==> src/rtl/core/i2cs_pkg.sv <==
package i2cs_pkg;

	// byte store geometry
	localparam int STORE_DEPTH = 16;
	localparam int ADDR_W      = $clog2(STORE_DEPTH);
	localparam int SLOT_W      = 9;  // holds any slot or index up to the largest depth
	localparam int IDX_W       = 5;

	// configuration port
	localparam int CFG_IDX_W = 2;
	localparam int CFG_W     = 8;
	localparam logic [CFG_IDX_W-1:0] CFG_ADDRESS_BYTE     = 2'd0;
	localparam logic [CFG_IDX_W-1:0] CFG_REGISTER_ADDRESS = 2'd1;
	localparam logic [CFG_IDX_W-1:0] CFG_TRANSFER_LENGTH  = 2'd2;
	localparam logic [7:0]           ADDRESS_BYTE_RST     = 8'hD0;

	// operations
	localparam logic [1:0] OP_EVENT = 2'd0;
	localparam logic [1:0] OP_WRITE = 2'd1;
	localparam logic [1:0] OP_READ  = 2'd2;
	localparam logic [1:0] OP_START = 2'd3;

	// bus engine status codes
	localparam logic [7:0] ST_START     = 8'h08;
	localparam logic [7:0] ST_RESTART   = 8'h10;
	localparam logic [7:0] ST_TADDR_ACK = 8'h18;
	localparam logic [7:0] ST_TDATA_ACK = 8'h28;
	localparam logic [7:0] ST_RADDR_ACK = 8'h40;
	localparam logic [7:0] ST_RDATA_ACK = 8'h50;
	localparam logic [7:0] ST_RDATA_NAK = 8'h58;

	// transfer status
	localparam logic [1:0] STAT_BUSY = 2'd0;
	localparam logic [1:0] STAT_DONE = 2'd1;
	localparam logic [1:0] STAT_FAIL = 2'd2;

	typedef struct packed {
		logic [1:0] operation;
		logic [7:0] status_code;
		logic [7:0] bus_data;
		logic [3:0] store_index;
		logic [7:0] host_data;
	} cmd_item_t;

	typedef struct packed {
		logic [7:0] tx_data;
		logic       tx_load;
		logic       start_bit;
		logic       stop_bit;
		logic       ack_bit;
		logic       bus_restart;
		logic [1:0] transfer_status;
		logic [7:0] read_data;
	} rsp_item_t;

endpackage

==> src/rtl/core/i2cs_cmd_if.sv <==
interface i2cs_cmd_if;
	import i2cs_pkg::*;

	logic      valid;
	logic      ready;
	cmd_item_t item;

	modport source (output valid, output item, input ready);
	modport sink   (input valid, input item, output ready);
endinterface

==> src/rtl/core/i2cs_rsp_if.sv <==
interface i2cs_rsp_if;
	import i2cs_pkg::*;

	logic      valid;
	logic      ready;
	rsp_item_t item;

	modport source (output valid, output item, input ready);
	modport sink   (input valid, input item, output ready);
endinterface

==> src/rtl/core/i2cs_ram.sv <==
module i2cs_ram #(
	parameter int WIDTH = 8,
	parameter int DEPTH = 16
) (
	input  logic                     clk,
	input  logic                     we,
	input  logic [$clog2(DEPTH)-1:0] waddr,
	input  logic [WIDTH-1:0]         wdata,
	input  logic                     re,
	input  logic [$clog2(DEPTH)-1:0] raddr,
	output logic [WIDTH-1:0]         rdata
);
	logic [WIDTH-1:0] mem [DEPTH];

	always_ff @(posedge clk) begin
		if (we) begin
			mem[waddr] <= wdata;
		end
		if (re) begin
			rdata <= mem[raddr];
		end
	end
endmodule

==> src/rtl/core/i2c_master_transfer_sequencer.sv <==
// I2C master transfer sequencer.
//
// cmd channel: one item per host operation or bus engine status event
// (operation, status_code, bus_data, store_index, host_data). rsp channel:
// exactly one item per cmd item, in order, with the byte to load into the
// bus data register, the start/stop/ack request levels, the restart pulse,
// the transfer status and the store byte for a host read.
// cfg port: cfg_we with cfg_index 0 address byte, 1 register address,
// 2 transfer length; index 3 is ignored. Write only while idle.
//
// An item passes stage 1 and then the output register before rsp valid;
// throughput is one item per cycle unless rsp.ready holds it off. Control
// levels and the byte index update in the accept cycle, while the byte
// store (a 16 x 8 RAM with registered read) supplies store bytes in the
// next cycle, in stage 1. The output register lets a new item in while
// a result waits on rsp.ready; with both stages full, cmd.ready drops
// until the receiver takes the result. Reset clears the levels, the index,
// the status and the config registers (address byte 0xD0). The store itself
// is not cleared; an unwritten slot reads as garbage.
module i2c_master_transfer_sequencer (
	input  logic                           clk,
	input  logic                           arst_n,
	input  logic                           cfg_we,
	input  logic [i2cs_pkg::CFG_IDX_W-1:0] cfg_index,
	input  logic [i2cs_pkg::CFG_W-1:0]     cfg_data,
	i2cs_cmd_if.sink                       cmd,
	i2cs_rsp_if.source                     rsp
);
	import i2cs_pkg::*;

	// stage 1 payload: everything but the RAM byte, plus how to use it
	typedef struct packed {
		logic [7:0] tx_fixed;
		logic       tx_load;
		logic       tx_from_ram;
		logic       rd_from_ram;
		logic       ram_ok;
		logic       start_bit;
		logic       stop_bit;
		logic       ack_bit;
		logic       bus_restart;
		logic [1:0] transfer_status;
	} s1_t;

	// config registers
	logic [7:0]       address_byte_q;
	logic [7:0]       register_address_q;
	logic [IDX_W-1:0] transfer_length_q;

	// sequencer state
	logic [IDX_W-1:0] byte_index_q;
	logic             start_q;
	logic             stop_q;
	logic             ack_q;
	logic [1:0]       status_q;

	// next-state values
	logic [IDX_W-1:0] byte_index_d;
	logic             start_d;
	logic             stop_d;
	logic             ack_d;
	logic [1:0]       status_d;

	// pipeline
	logic      valid_s1;
	s1_t       item_s1;
	s1_t       s1_d;
	logic      out_valid_q;
	rsp_item_t out_q;
	rsp_item_t out_d;

	logic advance;
	logic accept;

	// RAM access
	logic              ram_we;
	logic              ram_re;
	logic [ADDR_W-1:0] ram_waddr;
	logic [ADDR_W-1:0] ram_raddr;
	logic [7:0]        ram_wdata;
	logic [7:0]        ram_rdata;
	logic [7:0]        ram_byte;

	logic [SLOT_W-1:0] idx_ext;
	logic [SLOT_W-1:0] slot_ext;
	logic              idx_ok;
	logic              slot_ok;
	cmd_item_t         c;

	// handshake: stage 1 moves on when the output register is free or drains
	assign advance   = valid_s1 && (!out_valid_q || rsp.ready);
	assign cmd.ready = !valid_s1 || advance;
	assign accept    = cmd.valid && cmd.ready;
	assign c         = cmd.item;

	// slot range checks: anything past the store is dropped / reads zero
	assign idx_ext  = SLOT_W'(byte_index_q);
	assign slot_ext = SLOT_W'(c.store_index);
	assign idx_ok   = idx_ext < SLOT_W'(STORE_DEPTH);
	assign slot_ok  = slot_ext < SLOT_W'(STORE_DEPTH);

	// decode one item
	always_comb begin
		byte_index_d = byte_index_q;
		start_d      = start_q;
		stop_d       = stop_q;
		ack_d        = ack_q;
		status_d     = status_q;
		ram_we       = 1'b0;
		ram_re       = 1'b0;
		ram_waddr    = idx_ext[ADDR_W-1:0];
		ram_raddr    = idx_ext[ADDR_W-1:0];
		ram_wdata    = c.bus_data;
		s1_d         = '0;

		case (c.operation)
			OP_EVENT: begin
				case (c.status_code)
					ST_START, ST_RESTART: begin
						s1_d.tx_fixed = address_byte_q;
						s1_d.tx_load  = 1'b1;
						start_d       = 1'b0;
						byte_index_d  = '0;
					end
					ST_TADDR_ACK: begin
						s1_d.tx_fixed = register_address_q;
						s1_d.tx_load  = 1'b1;
					end
					ST_TDATA_ACK: begin
						if (byte_index_q < transfer_length_q) begin
							// store byte arrives from the RAM next cycle
							ram_re           = accept;
							s1_d.tx_load     = 1'b1;
							s1_d.tx_from_ram = 1'b1;
							s1_d.ram_ok      = idx_ok;
							byte_index_d     = byte_index_q + 5'd1;
						end else begin
							status_d = STAT_DONE;
							stop_d   = 1'b1;
						end
					end
					ST_RADDR_ACK: begin
						ack_d = (transfer_length_q != 5'd1);
					end
					ST_RDATA_ACK: begin
						if (byte_index_q < transfer_length_q) begin
							ram_we       = accept && idx_ok;
							byte_index_d = byte_index_q + 5'd1;
							ack_d        = 1'b1;
						end
						if (byte_index_d >= transfer_length_q) begin
							ack_d = 1'b0;
						end
					end
					ST_RDATA_NAK: begin
						// last byte: stored without advancing the index
						ram_we   = accept && idx_ok;
						stop_d   = 1'b1;
						ack_d    = 1'b1;
						status_d = STAT_DONE;
					end
					default: begin
						// NACKs, lost arbitration, unknown codes
						s1_d.bus_restart = 1'b1;
						start_d          = 1'b0;
						stop_d           = 1'b0;
						ack_d            = 1'b0;
						status_d         = STAT_FAIL;
					end
				endcase
			end
			OP_WRITE: begin
				ram_we    = accept && slot_ok;
				ram_waddr = slot_ext[ADDR_W-1:0];
				ram_wdata = c.host_data;
			end
			OP_READ: begin
				ram_re           = accept;
				ram_raddr        = slot_ext[ADDR_W-1:0];
				s1_d.rd_from_ram = 1'b1;
				s1_d.ram_ok      = slot_ok;
			end
			OP_START: begin
				status_d = STAT_BUSY;
				stop_d   = 1'b0;
				start_d  = 1'b1;
			end
			default: begin
			end
		endcase

		s1_d.start_bit       = start_d;
		s1_d.stop_bit        = stop_d;
		s1_d.ack_bit         = ack_d;
		s1_d.transfer_status = status_d;
	end

	i2cs_ram #(
		.WIDTH (8),
		.DEPTH (STORE_DEPTH)
	) u_store (
		.clk   (clk),
		.we    (ram_we),
		.waddr (ram_waddr),
		.wdata (ram_wdata),
		.re    (ram_re),
		.raddr (ram_raddr),
		.rdata (ram_rdata)
	);

	// config registers
	always_ff @(posedge clk or negedge arst_n) begin
		if (!arst_n) begin
			address_byte_q     <= ADDRESS_BYTE_RST;
			register_address_q <= '0;
			transfer_length_q  <= '0;
		end else if (cfg_we) begin
			case (cfg_index)
				CFG_ADDRESS_BYTE:     address_byte_q     <= cfg_data;
				CFG_REGISTER_ADDRESS: register_address_q <= cfg_data;
				CFG_TRANSFER_LENGTH:  transfer_length_q  <= cfg_data[IDX_W-1:0];
				default: begin
				end
			endcase
		end
	end

	// sequencer state, updated as each item is accepted
	always_ff @(posedge clk or negedge arst_n) begin
		if (!arst_n) begin
			byte_index_q <= '0;
			start_q      <= 1'b0;
			stop_q       <= 1'b0;
			ack_q        <= 1'b0;
			status_q     <= STAT_BUSY;
		end else if (accept) begin
			byte_index_q <= byte_index_d;
			start_q      <= start_d;
			stop_q       <= stop_d;
			ack_q        <= ack_d;
			status_q     <= status_d;
		end
	end

	// stage 1; RAM read data lines up with it and holds while it stalls
	always_ff @(posedge clk or negedge arst_n) begin
		if (!arst_n) begin
			valid_s1 <= 1'b0;
		end else if (accept) begin
			valid_s1 <= 1'b1;
		end else if (advance) begin
			valid_s1 <= 1'b0;
		end
	end

	always_ff @(posedge clk) begin
		if (accept) begin
			item_s1 <= s1_d;
		end
	end

	// merge in the store byte
	assign ram_byte = item_s1.ram_ok ? ram_rdata : 8'd0;

	always_comb begin
		out_d.tx_data         = item_s1.tx_from_ram ? ram_byte : item_s1.tx_fixed;
		out_d.tx_load         = item_s1.tx_load;
		out_d.start_bit       = item_s1.start_bit;
		out_d.stop_bit        = item_s1.stop_bit;
		out_d.ack_bit         = item_s1.ack_bit;
		out_d.bus_restart     = item_s1.bus_restart;
		out_d.transfer_status = item_s1.transfer_status;
		out_d.read_data       = item_s1.rd_from_ram ? ram_byte : 8'd0;
	end

	// output register
	always_ff @(posedge clk or negedge arst_n) begin
		if (!arst_n) begin
			out_valid_q <= 1'b0;
		end else if (advance) begin
			out_valid_q <= 1'b1;
		end else if (rsp.ready) begin
			out_valid_q <= 1'b0;
		end
	end

	always_ff @(posedge clk) begin
		if (advance) begin
			out_q <= out_d;
		end
	end

	assign rsp.valid = out_valid_q;
	assign rsp.item  = out_q;

`ifndef SYNTHESIS
	// one item never both writes and reads the store
	a_ram_one_access: assert property (@(posedge clk) disable iff (!arst_n)
		!(ram_we && ram_re))
		else $error("store written and read by the same item");

	// sequencer state moves only on an accepted item
	a_idx_hold: assert property (@(posedge clk) disable iff (!arst_n)
		!accept |=> $stable(byte_index_q) && $stable(status_q))
		else $error("sequencer state changed without an item");

	// a stalled stage 1 keeps its item
	a_s1_hold: assert property (@(posedge clk) disable iff (!arst_n)
		valid_s1 && !advance |=> valid_s1 && $stable(item_s1))
		else $error("stage 1 item lost while stalled");

	// a restart pulse always comes with a failed status
	a_restart_fail: assert property (@(posedge clk) disable iff (!arst_n)
		rsp.valid && rsp.item.bus_restart |-> rsp.item.transfer_status == STAT_FAIL)
		else $error("restart without failure status");

	// no data byte offered unless it is to be loaded
	a_tx_zero: assert property (@(posedge clk) disable iff (!arst_n)
		rsp.valid && !rsp.item.tx_load |-> rsp.item.tx_data == 8'd0)
		else $error("tx_data nonzero without tx_load");
`endif
endmodule
==> src/flat_wrapper.sv <==
// flat-port wrapper written by rule: the top's interface ports become plain ports
module i2c_master_transfer_sequencer_flat import i2cs_pkg::*;
  (clk, arst_n, cfg_we, cfg_index, cfg_data, cmd_valid, cmd_item, cmd_ready, rsp_valid, rsp_item, rsp_ready);
  i2cs_cmd_if cmd_i ();
  i2cs_rsp_if rsp_i ();
  input  logic clk;
  input  logic arst_n;
  input  logic cfg_we;
  input  logic [i2cs_pkg::CFG_IDX_W-1:0] cfg_index;
  input  logic [i2cs_pkg::CFG_W-1:0] cfg_data;
  input wire logic [$bits(cmd_i.valid)-1:0] cmd_valid;
  input wire logic [$bits(cmd_i.item)-1:0] cmd_item;
  output wire logic [$bits(cmd_i.ready)-1:0] cmd_ready;
  output wire logic [$bits(rsp_i.valid)-1:0] rsp_valid;
  output wire logic [$bits(rsp_i.item)-1:0] rsp_item;
  input wire logic [$bits(rsp_i.ready)-1:0] rsp_ready;
  assign cmd_i.valid = cmd_valid;
  assign cmd_i.item = cmd_item;
  assign cmd_ready = cmd_i.ready;
  assign rsp_valid = rsp_i.valid;
  assign rsp_item = rsp_i.item;
  assign rsp_i.ready = rsp_ready;
  i2c_master_transfer_sequencer u_core (.clk(clk), .arst_n(arst_n), .cfg_we(cfg_we), .cfg_index(cfg_index), .cfg_data(cfg_data), .cmd(cmd_i), .rsp(rsp_i));
endmodule
==> config.mk <==
export PLATFORM = sky130hd
export DESIGN_NAME = i2c_master_transfer_sequencer_flat
export DESIGN_NICKNAME = d
export VERILOG_FILES = /design/src/rtl/core/i2cs_pkg.sv /design/src/rtl/core/i2cs_cmd_if.sv /design/src/rtl/core/i2cs_rsp_if.sv /design/src/rtl/core/i2cs_ram.sv /design/src/rtl/core/i2c_master_transfer_sequencer.sv /design/src/flat_wrapper.sv
export SDC_FILE = /design/constraint.sdc
export NUM_CORES = 1
export LEC_CHECK = 0
export ABC_AREA = 1
export BUFFER_PORTS_ARGS = -buffer_cell sky130_fd_sc_hd__buf_2
export CAP_MARGIN = 20
export CORE_MARGIN = 1
export CORE_UTILIZATION = 60
export DETAILED_ROUTE_END_ITERATION = 10
export PLACE_DENSITY = 0.8
export SETUP_SLACK_MARGIN = 0.2
export SLEW_MARGIN = 30
export SYNTH_ARGS = -nofsm -noshare
export SYNTH_HDL_FRONTEND = slang
export SYNTH_SLANG_ARGS = --single-unit
==> constraint.sdc <==
create_clock -name clk -period 3.5 [get_ports clk]
set_input_delay 0.35 -clock clk [delete_from_list [all_inputs] [get_ports clk]]
set_output_delay 0.35 -clock clk [all_outputs]
set_load 0.01 [all_outputs]
**Yosys cells after proc, flatten, opt, wreduce, memory -nomap -nowiden**

Memory sizes are Yosys's and may differ from the RTL's. A register that Yosys moved wholly into a read port is not among the register bits.
Cells that the tools add are included.

- Bits in writable memories: 128
- Flip-flop bits (word level): 74
- Word-level logic and storage cells: 112
- Output and inout bits: 25
- Memories: 1
- Input bits: 45

- Equal/unequal tests: 13
- Reductions and logical operators: 24
- Muxes and demuxes: 41
- $add $sub $neg: 1
- Order comparisons: 4

Memory list:

| memory | depth | width | read ports | clocked after Yosys merged registers in | write ports | line | source |
|---|---|---|---|---|---|---|---|
| u_core.u_store.mem | 16 | 8 | 1 | 1 | 1 | i2cs_ram.sv:13 | `logic [WIDTH-1:0] mem [DEPTH];` |

Operator list:

| operator | count |
|---|---|
| $eq 8x7->1 const B | 3 |
| $mux 8 | 3 |
| $mux 1 | 18 |
| $eq 8x5->1 const B | 2 |
| $pmux 8 s2 | 1 |
| $mux 5 | 3 |
| $pmux 5 s3 | 1 |
| $pmux 1 s2 | 7 |
| $reduce_or 5->1 | 2 |
| $eq 8x4->1 const B | 1 |
| $eq 8x6->1 const B | 1 |
| $mux 4 | 2 |
| $reduce_and 2->1 | 4 |
| $reduce_or 7->1 | 1 |
| $eq 2x2->1 const B | 3 |
| $pmux 2 s3 | 1 |
| $add 5x1->5 const B | 1 |
| $ge 5x5->1 | 1 |
| $lt 4x5->1 const B | 1 |
| $lt 5x5->1 | 1 |
| $lt 5x5->1 const B | 1 |
| $ne 5x1->1 const B | 1 |
| $eq 2x1->1 const B | 2 |
| $logic_and 1x1->1 | 4 |
| other kinds (13) | 18 |

**Depth between registers and ports, before layout**

Gate-level depths: netlist (run 1).

- Depth after elaboration: 11
- Mapped depth: 20
- Gate-level depth less buffers: 20

**By module**

A second synthesis (run 1) with hierarchy kept.

- Cells, all modules: 976
- Area, all modules: 9680.5 um^2

Modules (own cells, without submodules):

| module | cells each | instances | seq. area each (um^2) | area each (um^2) |
|---|---|---|---|---|
| i2cs_ram | 551 | 1 | 4083.9 | 5846.9 |
| i2c_master_transfer_sequencer | 425 | 1 | 2060.7 | 3833.7 |

**Worst setup path before layout (run 1)**

Ideal clock, no wire load.

- Path type: reg-to-reg
- Start: register u_core.byte_index_q[4]
- End: register u_core.ack_q
- Stages on the path, launching flop included: 18
- Data arrival time: 2468 ps
- Library setup time: 83 ps
- Required time: 3417 ps
- Buffers on the path: 0
- Period minus slack after synthesis: 2551 ps
- Setup slack: 949 ps
- Path through: dfrtp_1 > ha_1 > a21oi_1 > nand3_2 > inv_1 > nand4_1 > or2_0 > nand2_1 > inv_1 > ha_1 > a21o_1 > a21oi_1 > nand2_1 > nor2_1 > nand2_1 > nand3_1 > nand2_1 > o21ai_0

- Word-level cells in the longest chain between the ends: 8
- Elaborated cells between the ends (all ways): 10
- Those cells by class: add/sub (1); order compare (2); mux (7)

Ends and longest elaborated chain:

| item | line | source |
|---|---|---|
| from (decl) | i2c_master_transfer_sequencer.sv:51 | `logic [IDX_W-1:0] byte_index_q;` |
| from (signal assigned) | i2c_master_transfer_sequencer.sv:237 | `byte_index_q <= byte_index_d;` |
| $add 5x1->5 / $lt 5x5->1 (equally long branches) | i2c_master_transfer_sequencer.sv:148, i2c_master_transfer_sequencer.sv:146 |  |
| $mux 5 | - |  |
| $mux 5 | i2c_master_transfer_sequencer.sv:118 | `case (c.status_code)` |
| $mux 5 | i2c_master_transfer_sequencer.sv:116 | `case (c.operation)` |
| $ge 5x5->1 | i2c_master_transfer_sequencer.sv:151 | `if (byte_index_d >= transfer_length_q) begin` |
| $mux 1 (*) | i2c_master_transfer_sequencer.sv:151 |  |
| $pmux 1 s4 (*) | i2c_master_transfer_sequencer.sv:118 |  |
| $mux 1 (*) | i2c_master_transfer_sequencer.sv:116 |  |
| net u_core.ack_d | i2c_master_transfer_sequencer.sv:61 | `logic ack_d;` |
| to (signal assigned) | i2c_master_transfer_sequencer.sv:240 | `ack_q <= ack_d;` |
| to (decl) | i2c_master_transfer_sequencer.sv:54 | `logic ack_q;` |

Mark *: on every way through the listed nets, which the timed path passes. The rest lies on a longest branch. The select of a mux whose other input is x is not followed.
A chain may end at the register's enable or synchronous reset.

**Worst setup path after layout (run 1)**

Same ends and word-level chain as after synthesis.

==> results of run 1 <==
[metrics by stage]
stage / worst slack (ps) / cell area, um2 / cells / utilization / power [mW]
floorplan: 949 / 9380 / 852 / - / 3.23
global placement: 538 / 9910 / 1090 / 0.652 / 3.39
detailed placement: 492 / 9940 / 1092 / 0.654 / 3.41
CTS: 437 / 10600 / 1129 / 0.698 / 5.54
global route: 224 / 10600 / 1129 / 0.698 / 5.72
finish: 438 / 10600 / 1129 / 0.698 / 5.54
[placed cells by master (no fill, tap or decap), drive strengths merged]
cell type and count:
edfxtp 177, nand2 161, inv 119, buf 84
o21ai 72, nand3 69, nor2 66, a21oi 52
o211ai 32, dfrtp 30, clkbuf 26, ha 14
mux2 8, clkinv 6, nor3 5, nand4 3
dfstp 3, xor2 2, bufinv 2, clkinvlp 2
or2 1, a31o 1, and2 1, a31oi 1
a21o 1, a22o 1, nand3b 1, dlygate4sd3 1
[state kept, by name, summed over array words and instances (netlist names), 2 cells and up]
name and cells:
u_core.byte_index_q 5, u_core.status_q 2, u_core.address_byte_q 8, u_core.rsp.item 23, u_core.transfer_length_q 5, u_core.u_store.mem 128, u_core.u_store.rdata 8, u_core.item_s1 18
u_core.register_address_q 8
[critical path, cell delays in order (launching register included)]
cell	delay (ps)
dfrtp_1	430
ha_1	330
a21oi_1	290
nand3_4	180
inv_1	150
nand4_1	110
or2_0	220
nand2_1	90
inv_1	50
ha_1	300
a21o_1	180
a21oi_1	160
nand2_1	70
nor2_1	100
nand2_1	60
nand3_1	120
nand2_1	60
o21ai_0	80
[cells in the mapped netlist (all sizes together), types with 2 or more instances]
master	instances	area [um2]
o21ai	72	390
nand4	3	18.8
clkbuf	6	22.5
nand2	161	644
dfstp	3	78.8
edfxtp	177	5320
inv	118	445
dfrtp	30	751
xor2	2	17.5
a21oi	52	260
o211ai	32	240
mux2	8	90.1
buf	26	173
nor2	66	298
ha	14	175
nand3	69	365
nor3	5	35.0
[report_power, final]
group	switching, mW	total, mW	internal [mW]
Sequential	0.0529	2.90	2.85
Combinational	0.317	0.467	0.150
Clock	0.897	2.17	1.27
Total	1.27	5.54	4.27
[cells by family (layout without fill, tap and decap cells)]
group | count (synthesis) | after routing | share of synthesized area
AOI/OAI and AO/OA | 160 | 160 | 0.0984
xor gates and xnor gates | 2 | 2 | 0.00187
adders and majority gates | 14 | 14 | 0.0187
buffers and inverters | 151 | 240 | 0.0687
DFF | 210 | 210 | 0.655
muxes | 8 | 8 | 0.00961
and+or+nand+nor | 307 | 307 | 0.147
[metal layers]
layer	up-vias	part of all wire	global-route usage
met5	-	0	0
met4	0	0.022	0.0833
met3	36	0.087	0.0423
met2	282	0.48	0.423
met1	3079	0.41	0.380
li1	3069	-	-
[path summary, 6_finish.rpt]
check / start / depth (start not counted) / end
setup / recovery: u_core.byte_index_q[4] / 17 / u_core.ack_q
hold / removal: cfg_data[7] / 3 / u_core.register_address_q[7]
setup reg to reg: u_core.byte_index_q[4] / 17 / u_core.ack_q
hold reg to reg: u_core.item_s1[3] / 0 / u_core.rsp.item[11]
max in group asynchronous: arst_n / 2 / u_core.byte_index_q[2]
min in group asynchronous: arst_n / 2 / u_core.rsp.valid
[area by class of cell]
| cell class | count | share of cell area |
|---|---|---|
| clock buffer | 26 | 0.0522 |
| clock inverter | 10 | 0.0101 |
| inverter | 119 | 0.0423 |
| multi-input combinational | 491 | 0.245 |
| sequential | 210 | 0.579 |
| tap | 188 | 0.0222 |
| timing repair buffer | 85 | 0.0490 |
[timing repair]
item | CTS | global route
hold buffers | 1 | 0
endpoints found under the hold margin | 30 | 0
endpoints found under the setup margin | 0 | 1
resized for setup | 0 | 1
==> impl_metrics.tcl, run 1 <==
set metrics [dict create \
    finalHoldViolations 0 \
    cts_max_path_buffers 3 \
    grt_pass1_wl_um 32600 \
    cts_buffers 20 \
    grt_pass1_vias 6145 \
    clk_latency_ps 490 \
    post_drt_wl_per_cell_um 18.2 \
    ys_seq_area_frac 0.655 \
    tns_ps 0 \
    maxSlewHeadroom 0.368 \
    critical_path_peak_fanout 9 \
    core-area_um2 15200 \
    floorplan.initialDensity 0.617 \
    synth_edf_count 177 \
    drt_iter0_drc 692 \
    multi_input_area_um2 2610 \
    place_congestion 0.856 \
    netlist_area_um2 9380 \
    postRouteAntennaNets 0 \
    ys_ff_latch 210 \
    skew_ps 9.27 \
    cap_viol_max_count 0 \
    path_class "reg2reg" \
    fin_crit_sh 0.875 \
    antenna_found_initial 0 \
    grt_usage 0.265 \
    final-setup-viol-count 0 \
    leakage_nw 4.23 \
    netlist_instances 852 \
    critPathLaunchType "flop" \
    p_per_area_nw_per_um2 521 \
    slew_violations 0 \
    drive_gt1_frac 0.176 \
    dieArea_um2 16100 \
    cts_root_buf "clkbuf_16" \
    layout_min_cycle_time_ps 3060 \
    async_flop_share 0.157 \
    status "finished clean" \
    antennaDiodeCount 0 \
    grt-ovfl-total 0 \
    drc 0 \
    cp.arrival_ps 3470 \
    num-fill-cells 1055 \
    whs_ps 121 \
    dpl.hpwl_um 13800 \
    reg2reg_slack_ps 440 \
    dieWidth_um 127 \
    vias_per_cell 5.73 \
    yosys_warnings 0 \
    rows 45 \
    clkTransAtPathRegs_ps 60 \
    fmax_mhz 327 \
    drtPass1Iterations 5 \
    cts_tree "yes" \
    tightest_slew_ps 945 \
    avgSynthCellArea_um2 11.0 \
    die_height_um 127 \
    grt_max_degree 40 \
    cts_max_level 1 \
    final_nets 986 \
    synth_cell_types 39 \
    pin_count 70 \
    seq_area_um2 6140 \
    area_delta_synth_final_pct 13.2 \
    required_ps 3900 \
    routed_wl_um 20600 \
    num_vias 6466 \
    postCtsSetupRepairBufs 0 \
    io_buffers 69 \
    vdd_drop_max_v 0.000437 \
    crit_path_end_kind "flop" \
    rsz0062_at_grt "false" \
    hp-class "in2reg" \
    synth-main-ff-cell "edfxtp_1" \
    clock-sinks 210 \
    synthesis.nets 911 \
]
(Power assumes the default switching activity.)
==> inputs of run 2 (changes only) <==
Settings changed: PLACE_DENSITY 0.8 to 0.79, SYNTH_HIERARCHICAL set to 1.
==> run 2 against run 1 <==
  * Critical path depth shrank 6
  * Sequential cell count did not move
  * Final cell count rose by 13%
  * First-iteration DRC count is 32% higher
  * Register-to-register slack about the same
  * Sequential share of layout area fell by 1.5 points
  * Clock-buffer cell count grew 3
  * Worst hold slack got worse by 26 ps
  * Clock power rose by 4%
  * Via count rose by 7.3%
  * Combinational power increased by 58%
  * Largest power group unchanged
==> impl_metrics.tcl, run 2 <==
set metrics [dict create \
    status "finished clean" \
    yosysTopAreaCell "edfxtp_1" \
    cts_tree "yes" \
    cts_max_level 1 \
    cts_root_buf "clkbuf_16" \
    path_class "reg2reg" \
    final-setup-viol-count 0 \
    cp.arrival_ps 3190 \
    tightest_slew_ps 860 \
    skew_ps 16.2 \
    hp-class "in2reg" \
    postCtsSetupRepairBufs 0 \
    netlist_instances 976 \
    synth_top_area_frac 0.549 \
    dieWidth_um 129 \
    io_buffers 69 \
    synth_edf_count 177 \
    dpl.hpwl_um 14100 \
    grt-ovfl-total 0 \
    fmax_mhz 326 \
    postRouteAntennaNets 0 \
    routed_wl_um 21600 \
    num_vias 6940 \
    final_nets 1103 \
    critical_path_peak_fanout 8 \
    avgSynthCellArea_um2 9.92 \
    ys_ff_latch 210 \
    place_congestion 0.884 \
    leakage_nw 4.93 \
    finalHoldViolations 0 \
    grt_pass1_vias 6493 \
    intPower_mw 4.43 \
    antennaDiodeCount 0 \
    rows 46 \
    p_sw_frac 0.249 \
    area_delta_synth_final_pct 12.5 \
    synthesis.nets 1035 \
    core-area_um2 15800 \
    seq_area_um2 6140 \
    dieArea_um2 16600 \
    ys_seq_area_frac 0.635 \
    p_per_area_nw_per_um2 542 \
    grt_max_degree 34 \
    vias_per_cell 5.44 \
    power_frac_comb 0.125 \
    whs_ps 94.9 \
    critPathLaunchType "flop" \
    grt_pass1_wl_um 33700 \
    clockPowerShare 0.381 \
    vdd_drop_max_v 0.000415 \
    async_flop_share 0.157 \
    grt_usage 0.271 \
    synth_cell_types 35 \
    cap_viol_max_count 0 \
    p_switching_mw 1.47 \
    antenna_found_initial 0 \
    num-fill-cells 1107 \
    maxSlewHeadroom 0.425 \
    required_ps 3620 \
    yosysMostFrequentCell "nand2_1" \
    drc 0 \
    netlist_area_um2 9680 \
    pin_count 70 \
    clk_latency_ps 500 \
    cts_max_path_buffers 3 \
    fin_crit_sh 0.878 \
    seqPwrFrac 0.494 \
    rsz0062_at_grt "true" \
    drive_gt1_frac 0.149 \
    tns_ps 0 \
    clkTransAtPathRegs_ps 60 \
    post_drt_wl_per_cell_um 16.9 \
    layout_min_cycle_time_ps 3070 \
    drtPass1Iterations 6 \
    yosys_warnings 6 \
    cts_buffers 21 \
    top_register "u_core/u_store/mem" \
    multi_input_area_um2 2770 \
    die_height_um 129 \
    layout_commonest_cell "nand2_1" \
    finalPower_mw 5.91 \
    largest_reg_flops 128 \
    clock-sinks 210 \
    floorplan.initialDensity 0.612 \
    slew_violations 0 \
    ys_top_cells_by_count "nand2_1 (290), edfxtp_1 (177), inv_1 (147)" \
    synth-main-ff-cell "edfxtp_1" \
    drt_iter0_drc 911 \
    crit_path_end_kind "flop" \
    synth_area_leaders "edfxtp_1 (55%), nand2_1 (11%), dfrtp_1 (7.8%)" \
    layout_common_cells "nand2_1 (290), edfxtp_1 (177), inv_1 (147), nand3_1 (112), buf_2 (69)" \
]
[run 2: cell types whose count changed after synthesis, sizes merged, moves of 4 or more]
cell    before  now
a21oi       52   13
a22oi        0    8
inv        118  158
mux2         8    0
nand2      161  305
nand3       69  116
nor2        66   60
o211ai      32    0
o21ai       72   38
o21bai       0    4
o22ai        0    4
[run 2: through the flow]
stage / util / area, um2 / worst slack, ps / instances
after CTS: 0.688 / 10900 / 507 / 1275
after floorplan: - / 9680 / 1130 / 976
after detailed placement: 0.643 / 10200 / 541 / 1236
final: 0.688 / 10900 / 428 / 1275
after global routing: 0.688 / 10900 / 165 / 1275
after global placement: 0.643 / 10200 / 548 / 1236
[run 2: cell families after synthesis]
| family | after synthesis | share of synthesized area |
|---|---|---|
| AOI/OAI and AO/OA | 70 | 0.0408 |
| xor gates and xnor gates | 1 | 0.000905 |
| adders and majority gates | 14 | 0.0181 |
| buffers and inverters | 193 | 0.0830 |
| DFF | 210 | 0.635 |
| and+or+nand+nor | 488 | 0.222 |
[run 2: worst paths after layout]
kind,start,end,slack (ps),cells past startpoint
min in group asynchronous,arst_n,u_core/valid_s1,490,2
hold reg to reg,u_core/item_s1[3],u_core/rsp.item[11],420,0
setup reg to reg,u_core/transfer_length_q[4],u_core/u_store/mem[10][2],430,11
setup / recovery,u_core/transfer_length_q[4],u_core/u_store/mem[10][2],430,11
max in group asynchronous,arst_n,u_core/byte_index_q[4],2530,2
hold / removal,cfg_data[6],u_core/address_byte_q[6],90,3
[run 2: per-layer routing]
layer | share of wire | vias up | GRT usage
met5 | 0 | - | 0
met4 | 0.036 | 0 | 0.112
met3 | 0.090 | 56 | 0.0384
met2 | 0.46 | 361 | 0.420
met1 | 0.41 | 3224 | 0.389
li1 | - | 3299 | -
[run 2: worst max-delay path: stages (launching register included)]
cell and delay, ps:
dfrtp_1 370, inv_1 110, ha_1 260, nand2_1 80, inv_1 40, nand2_1 70
nand3_2 150, o21ai_0 190, nand3_1 90, a21oi_1 450, nand3b_1 280, nor2_1 600
[run 2: power groups by stage]
stage / Combinational (mW) / Sequential (mW) / Clock (mW)
2_1_floorplan: 0.474 / 2.96 / 0
3_3_place_gp: 0.697 / 2.96 / 0
3_5_place_dp: 0.721 / 2.96 / 0
4_1_cts: 0.728 / 2.91 / 2.27
5_1_grt: 0.818 / 2.93 / 2.37
6_report: 0.739 / 2.92 / 2.25
[run 2: area by class of cell]
class,instances,share of cell area
multi-input combinational,573,0.254
inverter,159,0.0548
timing repair buffer,79,0.0388
tap,216,0.0248
clock inverter,9,0.0115
sequential,210,0.564
clock buffer,29,0.0519
[run 2: repair_timing]
action	4_1_cts	5_1_grt
endpoints found under the setup margin	0	64
gates resized for setup	0	3
hold endpoints to repair	30	0
hold buffers	1	0
==> inputs of run 3 (changes only) <==
Settings changed: ABC_AREA 1 to not set, CORE_MARGIN 1 to not set, PLACE_DENSITY 0.79 to 0.8.
==> run 3 against run 2 <==
  * The run now ends with DRC left
  * Register-to-register slack better by 130 ps
  * Design area down 3.6%
  * Core utilization up 2.6 points
  * Sequential cell count unchanged
  * Global-route usage down 1.7 points
  * Final cell count down 33%
  * Clock-buffer cell count down 1
  * Wire length down 12%
  * Largest cell class unchanged
==> impl_metrics.tcl, run 3 <==
set metrics [dict create \
    status "complete, but fails checks" \
    violations "DRC" \
    critical_path_peak_fanout 9 \
    tightest_slew_ps 843 \
    finalHoldViolations 0 \
    yosys_warnings 6 \
    synthesis.nets 624 \
    critPathLaunchType "flop" \
    netlist_instances 565 \
    finalInstanceArea_um2 10500 \
    drt_iter0_drc 550 \
    layout_common_cells "edfxtp_1 (177), buf_2 (69), mux2_2 (35), nand2_1 (31), dfrtp_1 (30)" \
    synth_cell_types 58 \
    clk_latency_ps 500 \
    place_area_um2 9780 \
    pin_count 70 \
    synth_area_leaders "edfxtp_1 (58%), dfrtp_1 (8.2%), mux4_2 (4.4%)" \
    avgSynthCellArea_um2 16.2 \
    place_congestion 0.869 \
    cp.arrival_ps 3180 \
    layout_commonest_cell "edfxtp_1" \
    ys_seq_area_frac 0.672 \
    synth_edf_count 177 \
    path_class "reg2reg" \
    final-instance-count-excl-fill 856 \
    layout_min_cycle_time_ps 2940 \
    yosysTopAreaCell "edfxtp_1" \
    cts_buffers 22 \
    slew_violations 0 \
    cts_max_level 1 \
    vdd_drop_max_v 0.000422 \
    cts_tree "yes" \
    routed_wl_um 19100 \
    postRouteAntennaNets 0 \
    cts_max_path_buffers 3 \
    p_per_area_nw_per_um2 538 \
    yosysMostFrequentCell "edfxtp_1" \
    maxSlewHeadroom 0.438 \
    hp-class "in2reg" \
    rsz0062_at_grt "false" \
    io_buffers 69 \
    leakage_nw 3.85 \
    floorplan.initialDensity 0.622 \
    post_drt_wl_per_cell_um 22.3 \
    tns_ps 0 \
    die_height_um 125 \
    area_delta_synth_final_pct 14.8 \
    clkTransAtPathRegs_ps 60 \
    ys_top_cells_by_count "edfxtp_1 (177), mux2_2 (35), nand2_1 (31)" \
    drc 5 \
    fin_crit_sh 0.840 \
    setup_slack_ps 561 \
    final_nets 717 \
    fmax_mhz 340 \
    dp_cells 817 \
    required_ps 3740 \
    skew_ps 10.9 \
    vias_per_cell 6.43 \
    grt_pass1_wl_um 30100 \
    rows 44 \
    hold_start "cmd_valid" \
    drive_gt1_frac 0.284 \
    synth-main-ff-cell "edfxtp_1" \
    async_flop_share 0.157 \
    drtPass1Iterations 8 \
    postCtsSetupRepairBufs 0 \
    worst_r2r_startpoint "u_core/byte_index_q[2]" \
    antenna_found_initial 0 \
    netlist_area_um2 9150 \
    grt-ovfl-total 0 \
    final-setup-viol-count 0 \
    top_register "u_core/u_store/mem" \
    largest_reg_flops 128 \
    clock-sinks 210 \
    cts_root_buf "clkbuf_16" \
    crit_start "u_core/byte_index_q[2]" \
    synth_top_area_frac 0.581 \
    core-area_um2 14700 \
    ys_ff_latch 210 \
    grt_max_degree 34 \
    grt_usage 0.253 \
    antennaDiodeCount 0 \
    dieWidth_um 125 \
    crit_path_end_kind "flop" \
    num_vias 5501 \
    dpl.hpwl_um 12700 \
    pre_cts_slack_ps 311 \
    dieArea_um2 15700 \
    grt_pass1_vias 5513 \
    cap_viol_max_count 0 \
]
-- run 3: cell count changes in the layout (fill, tap and decap cells not counted), sizes merged, moves of 14 or more --
cell / change
mux2: +35
a22oi: +16
buf: +14
nor2: -39
inv: -136
nand3: -100
mux4: +32
nand2: -274
-- run 3: cell families (layout without fill, tap and decap cells) --
kind of cell | count (synthesis) | in the layout | synth area share
flip-flops | 210 | 210 | 0.672
AND/OR/NAND/NOR | 133 | 133 | 0.0825
AO/OA/AOI/OAI | 88 | 88 | 0.0658
multiplexers | 68 | 68 | 0.129
buffers and inverters | 47 | 154 | 0.0271
adder cells (fa/ha/maj) | 14 | 14 | 0.0192
XOR/XNOR | 5 | 5 | 0.00479
-- run 3: repair_timing --
| item | 4_1_cts | 5_1_grt |
|---|---|---|
| hold buffers | 1 | 0 |
| gates resized for setup | 0 | 3 |
| setup endpoints to repair | 0 | 26 |
| endpoints found under the hold margin | 30 | 0 |
-- run 3: area by class of cell --
type / instances / area (um2)
clock inverter: 10 / 98.8
clock buffer: 28 / 594
tap: 184 / 230
multi-input combinational: 308 / 2780
sequential: 210 / 6140
inverter: 23 / 86.3
fill: 892 / 4200
timing repair buffer: 93 / 561
-- run 3: where the power goes --
part           switching [mW]  leakage [nW]  total [mW]  internal, mW
Clock                   0.908         0.340        2.25          1.34
Combinational           0.294          1.48       0.504         0.210
Sequential             0.0543          2.03        2.90          2.84
Total                    1.26          3.85        5.65          4.39
-- run 3: critical path: stages (launching register included) --
cell	delay [ps]
dfrtp_1	480
ha_1	340
nand2_1	50
o21ai_1	280
a31oi_4	170
buf_4	190
nand2_1	60
o21ai_0	80
ha_1	280
o21ai_0	70
o21ai_0	160
o211ai_1	160
a221oi_1	300
nor2_1	70
-- run 3: final timing paths --
kind                       slack, ps                      endpoint  cells past startpoint
max                              560             u_core/item_s1[3]                     13
min                              100               u_core/valid_s1                      2
max reg2reg                      560             u_core/item_s1[3]                     13
min reg2reg                      420           u_core/rsp.item[14]                      0
max in group asynchronous       2520  u_core/register_address_q[1]                      2
min in group asynchronous        470                 u_core/stop_q                      2
-- run 3: routing by layer --
metal,track usage,share of wire,vias to the layer above
met5,0,0,-
met4,0.0796,0.025,0
met3,0.0394,0.074,49
met2,0.414,0.49,266
met1,0.356,0.41,2767
li1,-,-,2419
-- run 3: through the flow --
step | power [mW] | utilization | hold slack, ps
floorplan | 3.25 | - | 54.4
global placement | 3.41 | 0.663 | 407
detailed placement | 3.44 | 0.665 | 408
CTS | 5.68 | 0.713 | 86.9
global route | 5.84 | 0.714 | 92.5
finish | 5.65 | 0.714 | 101
